`config.mk`:
```
export PLATFORM = sky130hd
export DESIGN_NAME = bounded_deque_with_even_purge_top
export DESIGN_NICKNAME = d
export VERILOG_FILES = /design/src/design/bdq_pkg.sv /design/src/design/bdq_ram.sv /design/src/design/bounded_deque_with_even_purge_top.sv
export SDC_FILE = /design/constraint.sdc
export NUM_CORES = 2
export LEC_CHECK = 0
export ABC_CLOCK_PERIOD_IN_PS = 13800
export BUFFER_PORTS_ARGS = -buffer_cell sky130_fd_sc_hd__buf_2
export CAP_MARGIN = 20
export CORE_MARGIN = 3
export CORE_UTILIZATION = 30
export DETAILED_ROUTE_END_ITERATION = 10
export SETUP_SLACK_MARGIN = 0.1
export SYNTH_ARGS = -nofsm -noshare
export SYNTH_HDL_FRONTEND = slang
export SYNTH_SLANG_ARGS = --single-unit
```
`constraint.sdc`:
```
create_clock -name clk_i -period 13.8 [get_ports clk_i]
set_input_delay 1.38 -clock clk_i [delete_from_list [all_inputs] [get_ports clk_i]]
set_output_delay 1.38 -clock clk_i [all_outputs]
set_load 0.005 [all_outputs]
```
`src/design/bdq_pkg.sv`:
```
// shared constants, types and index helpers for the bounded deque
`timescale 1ns / 1ps
package bdq_pkg;

  localparam int DEPTH = 32;
  localparam int IDX_W = $clog2(DEPTH);
  localparam int CNT_W = $clog2(DEPTH + 1);
  localparam int CAP_W = 6;
  localparam int VAL_W = 32;
  localparam int LIMIT_MAX = (DEPTH < 32) ? DEPTH : 32;
  localparam int CMP_W = (CNT_W > CAP_W) ? CNT_W : CAP_W;
  localparam logic [CAP_W-1:0] CAP_RESET = CAP_W'(10);

  typedef enum logic [2:0] {
    OP_APPEND  = 3'd0,
    OP_INSERT  = 3'd1,
    OP_POP     = 3'd2,
    OP_RD_HEAD = 3'd3,
    OP_RD_TAIL = 3'd4,
    OP_PURGE   = 3'd5
  } opcode_e;

  typedef enum logic [2:0] {
    S_IDLE,
    S_EXEC,
    S_POP_WAIT,
    S_READ,
    S_PURGE
  } state_e;

  // circular slot: (head + off) mod DEPTH, both below DEPTH
  function automatic logic [IDX_W-1:0] slot(input logic [IDX_W-1:0] head,
                                            input logic [IDX_W-1:0] off);
    logic [IDX_W:0] s;
    s = {1'b0, head} + {1'b0, off};
    if (s >= (IDX_W + 1)'(DEPTH)) begin
      s = s - (IDX_W + 1)'(DEPTH);
    end
    return s[IDX_W-1:0];
  endfunction

  function automatic logic [IDX_W-1:0] slot_prev(input logic [IDX_W-1:0] head);
    logic [IDX_W-1:0] r;
    if (head == '0) begin
      r = IDX_W'(DEPTH - 1);
    end else begin
      r = head - IDX_W'(1);
    end
    return r;
  endfunction

endpackage

```
`src/design/bdq_ram.sv`:
```
// generic simple dual-port ram with registered read
`timescale 1ns / 1ps
module bdq_ram #(
  parameter int WIDTH = 32,
  parameter int DEPTH = 32
) (
  input  logic                     clk_i,
  input  logic                     we_i,
  input  logic [$clog2(DEPTH)-1:0] waddr_i,
  input  logic [WIDTH-1:0]         wdata_i,
  input  logic                     re_i,
  input  logic [$clog2(DEPTH)-1:0] raddr_i,
  output logic [WIDTH-1:0]         rdata_o
);

  logic [WIDTH-1:0] mem_q [DEPTH];

  always_ff @(posedge clk_i) begin
    if (we_i) begin
      mem_q[waddr_i] <= wdata_i;
    end
    if (re_i) begin
      rdata_o <= mem_q[raddr_i];
    end
  end

endmodule

```
`src/design/bounded_deque_with_even_purge_top.sv`:
```
// bounded deque top level: control sequencer around the entry memory
`timescale 1ns / 1ps
// One request is taken at a rising edge with start high and busy low. Its results
// follow on the result ports, one cycle each, marked by result_valid_o; they cannot
// be held off, so take every strobed cycle. Append, insert, failures and unknown
// opcodes give their result from execute; a pop goes through execute and pop-wait,
// as the entry memory has a registered read. A readout of n entries gives one
// result per cycle after execute issues the first read; a purge of n entries gives
// its single result once all n are read. Both walk the entries through the single
// memory read port. The next request can be taken at the edge that ends the cycle
// holding the final result. Capacity is written through the cfg channel, which is
// always ready; the user must do so only while the block is idle (not enforced).
module bounded_deque_with_even_purge_top
  import bdq_pkg::*;
(
  input  logic                    clk_i,
  input  logic                    rst_ni,
  input  logic                    start,
  output logic                    busy,
  input  logic [2:0]              opcode_i,
  input  logic signed [VAL_W-1:0] item_value_i,
  input  logic                    cfg_valid_i,
  output logic                    cfg_ready_o,
  input  logic [CAP_W-1:0]        cfg_data_i,
  output logic                    result_valid_o,
  output logic                    ok_o,
  output logic signed [VAL_W-1:0] out_value_o,
  output logic [CAP_W-1:0]        entry_count_o,
  output logic                    last_o
);

  state_e           state_q, state_d;
  opcode_e          op_q;
  logic [VAL_W-1:0] val_q;
  logic [CAP_W-1:0] cap_q;
  logic [IDX_W-1:0] head_q, head_d;
  logic [CNT_W-1:0] occ_q, occ_d;
  logic [CNT_W-1:0] idx_q, idx_d;
  logic [CNT_W-1:0] kept_q, kept_d;

  logic             strobe_q, strobe_d;
  logic             ok_q, ok_d;
  logic [VAL_W-1:0] oval_q, oval_d;
  logic [CAP_W-1:0] cnt_q, cnt_d;
  logic             last_q, last_d;

  logic             we;
  logic [IDX_W-1:0] waddr;
  logic [VAL_W-1:0] wdata;
  logic             re;
  logic [IDX_W-1:0] raddr;
  logic [VAL_W-1:0] rdata;

  logic [CMP_W-1:0] limit;
  logic [CNT_W-1:0] idx_nxt;
  logic [CNT_W-1:0] kept_nxt;
  logic [CNT_W-1:0] rd_off;
  logic             accept;

  assign accept      = start && !busy;
  assign busy        = (state_q != S_IDLE);
  assign cfg_ready_o = 1'b1;

  assign limit = (CMP_W'(cap_q) > CMP_W'(LIMIT_MAX)) ? CMP_W'(LIMIT_MAX) : CMP_W'(cap_q);

  bdq_ram #(
    .WIDTH(VAL_W),
    .DEPTH(DEPTH)
  ) u_ram (
    .clk_i  (clk_i),
    .we_i   (we),
    .waddr_i(waddr),
    .wdata_i(wdata),
    .re_i   (re),
    .raddr_i(raddr),
    .rdata_o(rdata)
  );

  always_ff @(posedge clk_i or negedge rst_ni) begin
    if (!rst_ni) begin
      state_q  <= S_IDLE;
      cap_q    <= CAP_RESET;
      head_q   <= '0;
      occ_q    <= '0;
      idx_q    <= '0;
      kept_q   <= '0;
      strobe_q <= 1'b0;
    end else begin
      state_q  <= state_d;
      head_q   <= head_d;
      occ_q    <= occ_d;
      idx_q    <= idx_d;
      kept_q   <= kept_d;
      strobe_q <= strobe_d;
      if (cfg_valid_i && cfg_ready_o) begin
        cap_q <= cfg_data_i;
      end
    end
  end

  always_ff @(posedge clk_i) begin
    if (accept) begin
      op_q  <= opcode_e'(opcode_i);
      val_q <= item_value_i;
    end
    ok_q   <= ok_d;
    oval_q <= oval_d;
    cnt_q  <= cnt_d;
    last_q <= last_d;
  end

  always_comb begin
    state_d  = state_q;
    head_d   = head_q;
    occ_d    = occ_q;
    idx_d    = idx_q;
    kept_d   = kept_q;
    strobe_d = 1'b0;
    ok_d     = ok_q;
    oval_d   = oval_q;
    cnt_d    = cnt_q;
    last_d   = last_q;
    we       = 1'b0;
    waddr    = '0;
    wdata    = val_q;
    re       = 1'b0;
    raddr    = '0;
    idx_nxt  = idx_q + CNT_W'(1);
    kept_nxt = kept_q + CNT_W'(rdata[0]);
    // walk offset of the next read: forward from head or backward from tail
    if (state_q == S_EXEC) begin
      idx_nxt = '0;
    end
    rd_off = (op_q == OP_RD_TAIL) ? (occ_q - CNT_W'(1) - idx_nxt) : idx_nxt;

    unique case (state_q)
      S_IDLE: begin
        if (accept) begin
          state_d = S_EXEC;
        end
      end

      S_EXEC: begin
        // failure result by default
        state_d  = S_IDLE;
        strobe_d = 1'b1;
        ok_d     = 1'b0;
        oval_d   = '0;
        cnt_d    = CAP_W'(occ_q);
        last_d   = 1'b1;
        unique case (op_q) inside
          OP_APPEND, OP_INSERT: begin
            if (CMP_W'(occ_q) < limit) begin
              we = 1'b1;
              if (op_q == OP_APPEND) begin
                waddr = slot(head_q, IDX_W'(occ_q));
              end else begin
                waddr  = slot_prev(head_q);
                head_d = slot_prev(head_q);
              end
              occ_d = occ_q + CNT_W'(1);
              ok_d  = 1'b1;
              cnt_d = CAP_W'(occ_q + CNT_W'(1));
            end
          end
          OP_POP, OP_RD_HEAD, OP_RD_TAIL, OP_PURGE: begin
            if (occ_q != '0) begin
              strobe_d = 1'b0;
              re       = 1'b1;
              raddr    = slot(head_q, IDX_W'(rd_off));
              idx_d    = '0;
              kept_d   = '0;
              if (op_q == OP_POP) begin
                state_d = S_POP_WAIT;
              end else if (op_q == OP_PURGE) begin
                state_d = S_PURGE;
              end else begin
                state_d = S_READ;
              end
            end
          end
          default: begin
          end
        endcase
      end

      S_POP_WAIT: begin
        state_d  = S_IDLE;
        strobe_d = 1'b1;
        ok_d     = 1'b1;
        oval_d   = rdata;
        cnt_d    = CAP_W'(occ_q - CNT_W'(1));
        last_d   = 1'b1;
        head_d   = slot(head_q, IDX_W'(1));
        occ_d    = occ_q - CNT_W'(1);
      end

      S_READ: begin
        strobe_d = 1'b1;
        ok_d     = 1'b1;
        oval_d   = rdata;
        cnt_d    = CAP_W'(occ_q);
        last_d   = (idx_nxt == occ_q);
        if (idx_nxt == occ_q) begin
          state_d = S_IDLE;
        end else begin
          re    = 1'b1;
          raddr = slot(head_q, IDX_W'(rd_off));
          idx_d = idx_nxt;
        end
      end

      S_PURGE: begin
        // survivors move down to the kept position, always behind the read pointer
        if (rdata[0]) begin
          we     = 1'b1;
          waddr  = slot(head_q, IDX_W'(kept_q));
          wdata  = rdata;
        end
        kept_d = kept_nxt;
        if (idx_nxt == occ_q) begin
          state_d  = S_IDLE;
          occ_d    = kept_nxt;
          strobe_d = 1'b1;
          ok_d     = 1'b1;
          oval_d   = '0;
          cnt_d    = CAP_W'(kept_nxt);
          last_d   = 1'b1;
        end else begin
          re    = 1'b1;
          raddr = slot(head_q, IDX_W'(rd_off));
          idx_d = idx_nxt;
        end
      end

      default: begin
        state_d = S_IDLE;
      end
    endcase
  end

  assign result_valid_o = strobe_q;
  assign ok_o           = ok_q;
  assign out_value_o    = oval_q;
  assign entry_count_o  = cnt_q;
  assign last_o         = last_q;

endmodule

```
Yosys cells after proc, flatten, opt, wreduce, memory -nomap -nowiden
Memories as Yosys holds them, arrays and structs flattened. A register that Yosys moved wholly into a read port is not among the register bits.
Cells that the tools add are included.
{"block": "classes", "addsub": 14, "magnitude_cmp": 6, "n_eq_ne": 19, "n_mux": 59, "n_reduce_logical": 27}
{"op": "32-bit two-way mux", "count": 3}
{"op": "32-bit case mux with 3 select lines", "count": 1}
{"op": "5-bit two-way mux", "count": 16}
{"op": "6-bit two-way mux", "count": 8}
{"op": "5-bit case mux with 2 select lines", "count": 3}
{"op": "5-bit by 1-bit subtractor with 5-bit output, second input constant", "count": 5}
{"op": "6-bit >= comparator, second input constant", "count": 4}
{"op": "6-bit case mux with 2 select lines", "count": 2}
{"op": "6-bit case mux with 4 select lines", "count": 1}
{"op": "5-bit by 5-bit adder with 6-bit output", "count": 3}
{"op": "3-bit two-way mux", "count": 6}
{"op": "6-bit case mux with 3 select lines", "count": 1}
{"op": "6-bit by 1-bit adder with 6-bit output, second input constant", "count": 2}
{"op": "3-bit by 2-bit == test with 1-bit output, second input constant", "count": 4}
{"op": "1-bit two-way mux", "count": 12}
{"op": "3-bit nonzero test", "count": 4}
{"op": "2-bit by 1-bit inequality test with 1-bit output, second input constant", "count": 5}
{"op": "2-bit AND reduction", "count": 5}
{"op": "3-bit == test, second input constant", "count": 3}
{"op": "1-bit case mux with 3 select lines", "count": 3}
{"op": "3-bit case mux with 3 select lines", "count": 1}
{"op": "2-bit inequality test, second input constant", "count": 4}
{"op": "4-bit AND reduction", "count": 2}
{"op": "2-bit OR reduction", "count": 4}
{"op": "18 further kinds", "count": 23}
{"block": "word_totals", "reg_bits": 108, "mem_bits_rw": 1024, "in_bits": 45, "out_inout_bits": 43, "word_cells": 139, "n_memories": 1}
{"memory": "u_ram.mem_q", "depth": 32, "width": 32, "read_ports": 1, "rd_ports_with_merged_regs": 1, "write_ports": 1, "line_no": "bdq_ram.sv:16", "rtl": "logic [WIDTH-1:0] mem_q [DEPTH];"}

Logic depth before layout (Yosys ltp)
{"block": "logic_depth", "depth_word": 10, "ltp_mapped": 22, "depth_no_buf": 19}

Cells and area by module
Synthesis repeated with hierarchy kept, for this count alone.
{"block": "unflattened", "hier_cells": 2902, "hier_area_um2": 47031.4}
{"mod": "bdq_ram", "instances": 1, "cells_each": 2260, "area_each_um2": 40812.9, "seq_area_each_um2": 31710.4}
{"mod": "bounded_deque_with_even_purge_top", "instances": 1, "cells_each": 642, "area_each_um2": 6218.5, "seq_area_each_um2": 3080.5}

Worst setup path before layout
OpenSTA, ideal clock, no wires.
{"block": "synth_path", "path_kind": "reg-to-reg", "from": "reg occ_q[0]", "to": "mem u_ram.mem_q[22][0] (enable)", "t_arrival_ps": 4394, "t_required_ps": 13339, "setup_slack_ps": 8945, "stages_incl_launch_ff": 10, "n_path_buf": 0, "synth_period_minus_slack_ps": 4855, "path_cell_list": "dfrtp_1 -> or3b_2 -> a21o_1 -> a21o_1 -> a21oi_1 -> o21a_1 -> nand2_1 -> o21ai_0 -> nand2_1 -> nor3_1"}
{"block": "synth_via", "elab_chain_cells": 7}
{"element": "from (decl)", "line_no": "bounded_deque_with_even_purge_top.sv:37", "rtl": "logic [CNT_W-1:0] occ_q, occ_d;"}
{"element": "from (signal assigned)", "line_no": "bounded_deque_with_even_purge_top.sv:84", "rtl": "occ_q <= '0;"}
{"element": "from (signal assigned)", "line_no": "bounded_deque_with_even_purge_top.sv:91", "rtl": "occ_q <= occ_d;"}
{"element": "5-bit by 5-bit adder with 6-bit output", "line_no": "bdq_pkg.sv:35", "rtl": "s = {1'b0, head} + {1'b0, off};"}
{"element": "5-bit by 1-bit subtractor with 5-bit output / 6-bit >= comparator (equally long branches)", "line_no": "bdq_pkg.sv:37, bdq_pkg.sv:36"}
{"element": "5-bit two-way mux", "line_no": "bdq_pkg.sv:36", "rtl": "if (s >= (IDX_W + 1)'(DEPTH)) begin"}
{"element": "5-bit two-way mux", "line_no": "bounded_deque_with_even_purge_top.sv:155", "rtl": "if (op_q == OP_APPEND) begin"}
{"element": "5-bit two-way mux", "line_no": "bounded_deque_with_even_purge_top.sv:153", "rtl": "if (CMP_W'(occ_q) < limit) begin"}
{"element": "5-bit two-way mux", "line_no": "bounded_deque_with_even_purge_top.sv:151", "rtl": "unique case (op_q) inside"}
{"element": "5-bit case mux with 2 select lines", "line_no": "bounded_deque_with_even_purge_top.sv:136", "rtl": "unique case (state_q)"}
{"element": "to (decl)", "line_no": "bdq_ram.sv:16"}
Parallel ways exist; a longest one is shown, timed or not.

Worst setup path in the final report
{"block": "layout_path", "from": "reg state_q[2]", "to": "reg u_ram.rdata_o[26], read port of u_ram.mem_q (data pin)"}
{"block": "layout_via", "elab_chain_cells": 10}
{"element": "from (decl)", "line_no": "bounded_deque_with_even_purge_top.sv:32", "rtl": "state_e state_q, state_d;"}
{"element": "from (signal assigned)", "line_no": "bounded_deque_with_even_purge_top.sv:89", "rtl": "state_q <= state_d;"}
{"element": "3-bit by 1-bit == test with 1-bit output", "line_no": "bounded_deque_with_even_purge_top.sv:131, bounded_deque_with_even_purge_top.sv:136"}
{"element": "6-bit two-way mux", "line_no": "bounded_deque_with_even_purge_top.sv:131", "rtl": "if (state_q == S_EXEC) begin"}
{"element": "5-bit subtractor", "line_no": "bounded_deque_with_even_purge_top.sv:134", "rtl": "rd_off = (op_q == OP_RD_TAIL) ? (occ_q - CNT_W'(1) - idx_nxt) : idx_nxt;"}
{"element": "5-bit two-way mux", "line_no": "bounded_deque_with_even_purge_top.sv:134"}
{"element": "5-bit by 5-bit adder with 6-bit output", "line_no": "bdq_pkg.sv:35"}
{"element": "5-bit by 1-bit subtractor with 5-bit output / 6-bit >= comparator (equally long branches)", "line_no": "bdq_pkg.sv:37, bdq_pkg.sv:36"}
{"element": "5-bit two-way mux", "line_no": "bdq_pkg.sv:36"}
{"element": "5-bit two-way mux", "line_no": "bounded_deque_with_even_purge_top.sv:167", "rtl": "if (occ_q != '0) begin"}
{"element": "5-bit two-way mux", "line_no": "bounded_deque_with_even_purge_top.sv:151"}
{"element": "5-bit case mux with 2 select lines", "line_no": "bounded_deque_with_even_purge_top.sv:136"}
{"element": "to (decl)", "line_no": "bdq_ram.sv:13", "rtl": "output logic [WIDTH-1:0] rdata_o"}
Parallel ways exist; a longest one is shown, timed or not.
A chain may end at the register's enable or synchronous reset.

==> impl_metrics.tcl <==
set metrics [dict create \
    dp_hpwl_um 74210 \
    drt_iter0_drc 3812 \
    maxCapViolCount 0 \
    area_growth_pct 14.75 \
    tightest_slew_ps 1105 \
    async_reset_ff_frac 0.02835 \
    ys_types 80 \
    synth_top_area_frac 0.7212 \
    path_clk_slew_ps 60 \
    fin_skew_ps 38.72 \
    cts_buffers 112 \
    irDropWorstVdd_v 0.0002884 \
    root_buffer "clkbuf_16" \
    multi_input_area_um2 11800 \
    slew_viol_final 0 \
    fp.coreArea_um2 154900 \
    avgSynthCellArea_um2 14.57 \
    grt_pass1_wl_um 193400 \
    yosys_warnings 0 \
    yosysMostFrequentCell "edfxtp_1" \
    crit_fanout 24 \
    fin_setup_tns_ps 0 \
    grt_pass1_vias 27320 \
    hold_viol_final 0 \
    fin_crit_ps 6483 \
    required_ps 14230 \
    yosys.area.top_type "edfxtp_1" \
    powerDensity_nw_per_um2 245.7 \
    wl_per_cell_um 24.54 \
    drc 0 \
    cts_resized 0 \
    die_w_um 402.2 \
    cp.arrival_ps 6910 \
    rows 144 \
    gp_congestion 0.8156 \
    ff2ff_path_depth 21 \
    io_pins 88 \
    grt_max_degree 135 \
    final_antenna_net_count 0 \
    via_per_inst 5.238 \
    synth_edf_count 1131 \
    hp-class "reg -> reg" \
    status "complete, no violations" \
    rsz0062_at_grt "false" \
    final_nets 3414 \
    cp-end-kind "flip-flop" \
    cts_hold_buf 0 \
    insertion_delay_ps 710 \
    design.die.area_um2 161800 \
    clk_path_buf_depth 3 \
    synth_area_um2 47090 \
    antenna_found_initial 4 \
    seq_area_um2 34790 \
    initial_core_util 0.3039 \
    die_y_um 402.2 \
    cts.sinks 1164 \
    yosysSeqAreaShare 0.7388 \
    vias 28660 \
    io_buffers 86 \
    drt_wl_total_um 134300 \
    grt_use_total 0.1611 \
    fillers 14700 \
    syn-num-nets 3311 \
    synth_seq_cells 1164 \
    setup_viol_count_final 0 \
    grt_overflow 0 \
    tritoncts "built" \
    layout_worst_path_cycle_share 0.4698 \
    htree_levels 3 \
    slew_headroom 0.2631 \
    synth.area.top_cells "edfxtp_1 (72%), nand2_1 (5.4%), mux2i_1 (2.5%), dfrtp_1 (1.6%), mux4_2 (1.6%)" \
    synth_common_cells "edfxtp_1 (1,131), nand2_1 (672), a21oi_1 (151), o21ai_0 (118), mux2i_1 (117)" \
    min_path_cells 1 \
    drt_pre_antenna_iters 5 \
    fmax_ghz 0.1543 \
    crit_type "reg -> reg" \
    antenna_cells 0 \
    cp-start-kind "flip-flop" \
    leakage_nw 18.41 \
    postCtsSetupRepairBufs 0 \
    ys.flop_type "edfxtp_1" \
    synthCells 3233 \
    power.total_mw 13.28 \
    drive_gt1_frac 0.1325 \
]
==> registers in the layout, summed over array words and instances (netlist names) <==
register,flops
kept_q,6
val_q,32
out_value_o,32
entry_count_o,6
head_q,5
ok_o,1
occ_q,6
u_ram.rdata_o,32
result_valid_o,1
op_q,3
cap_q,6
last_o,1
u_ram.mem_q,1024
state_q,3
idx_q,6
==> cell families (layout without fill, tap and decap cells) <==
kind of cell    Yosys count  in the layout  share of synthesized area
xor+xnor                 35             35                   0.006669
flops                  1164           1164                     0.7388
mux                     158            158                    0.04280
other cells               1              1                 0.00007963
compound gates          679            679                    0.09935
simple gates            956            956                    0.08449
buf+inv                 207            401                    0.01839
fa+ha+maj                33             33                   0.009406
==> metrics by stage <==
stage,cells,cell area [um2],hold WS (ps),worst slack (ps),util
after floorplan,3233,47090,444.7,8945,-
after global placement,5253,50260,466.1,7658,0.3243
after detailed placement,5254,50270,465.6,7493,0.3244
after CTS,5459,53720,479.1,7447,0.3467
after global routing,5471,54040,510.6,7049,0.3487
final,5471,54040,478.3,7317,0.3487
==> routing by layer <==
| layer | wire (um) | vias to the layer above | GRT usage |
|---|---|---|---|
| li1 | - | 12560 | - |
| met1 | 58140 | 14570 | 0.2318 |
| met2 | 59380 | 1318 | 0.2437 |
| met3 | 12940 | 216 | 0.03444 |
| met4 | 3817 | 0 | 0.04924 |
| met5 | 0 | - | 0 |
==> final timing paths <==
check                      startpoint  slack [ps]           endpoint
hold / removal               idx_q[5]         480           idx_q[5]
setup reg to reg           state_q[2]        7320  u_ram.rdata_o[26]
hold reg to reg              idx_q[5]         480           idx_q[5]
setup / recovery           state_q[2]        7320  u_ram.rdata_o[26]
min in group asynchronous      rst_ni         770           occ_q[3]
max in group asynchronous      rst_ni       12480           cap_q[2]
==> critical path, stage by stage, from the launching register on <==
cell	delay, ps
dfrtp_1	840
nor3b_1	130
buf_4	210
nor2_1	100
ha_1	150
inv_1	70
fa_1	460
xor2_1	180
nand2_1	60
o21ai_0	90
ha_1	390
a21o_1	210
a21oi_1	160
xnor2_1	150
xnor2_1	180
xnor2_2	260
a21oi_1	920
nand2_1	570
buf_4	430
a2111o_1	420
nand3_1	110
a22oi_1	80
==> final cells by class <==
class / instances / area share
timing repair buffer: 176 / 0.02528
multi-input combinational: 1862 / 0.2184
sequential: 1164 / 0.6438
clock inverter: 74 / 0.009841
inverter: 20 / 0.001389
tap: 2044 / 0.04733
clock buffer: 131 / 0.05395
==> cell usage in the layout, fill, tap and decap left out, types with 37 or more instances in the layout <==
master and n:
a21oi_1 151, a31oi_1 43, buf_2 86, buf_4 75, clkbuf_16 113, edfxtp_1 1131
mux2i_1 117, nand2_1 671, nand3_1 37, nor2_1 66, nor3_1 51, o211ai_1 43
o21ai_0 117
==> power breakdown <==
group          leakage [nW]  internal, mW  switching, mW
sequential             10.7          4.58          0.189
clock                  1.70          1.60           1.33
combinational          6.06          1.73           3.84
Power figures use the tool's default switching activity.
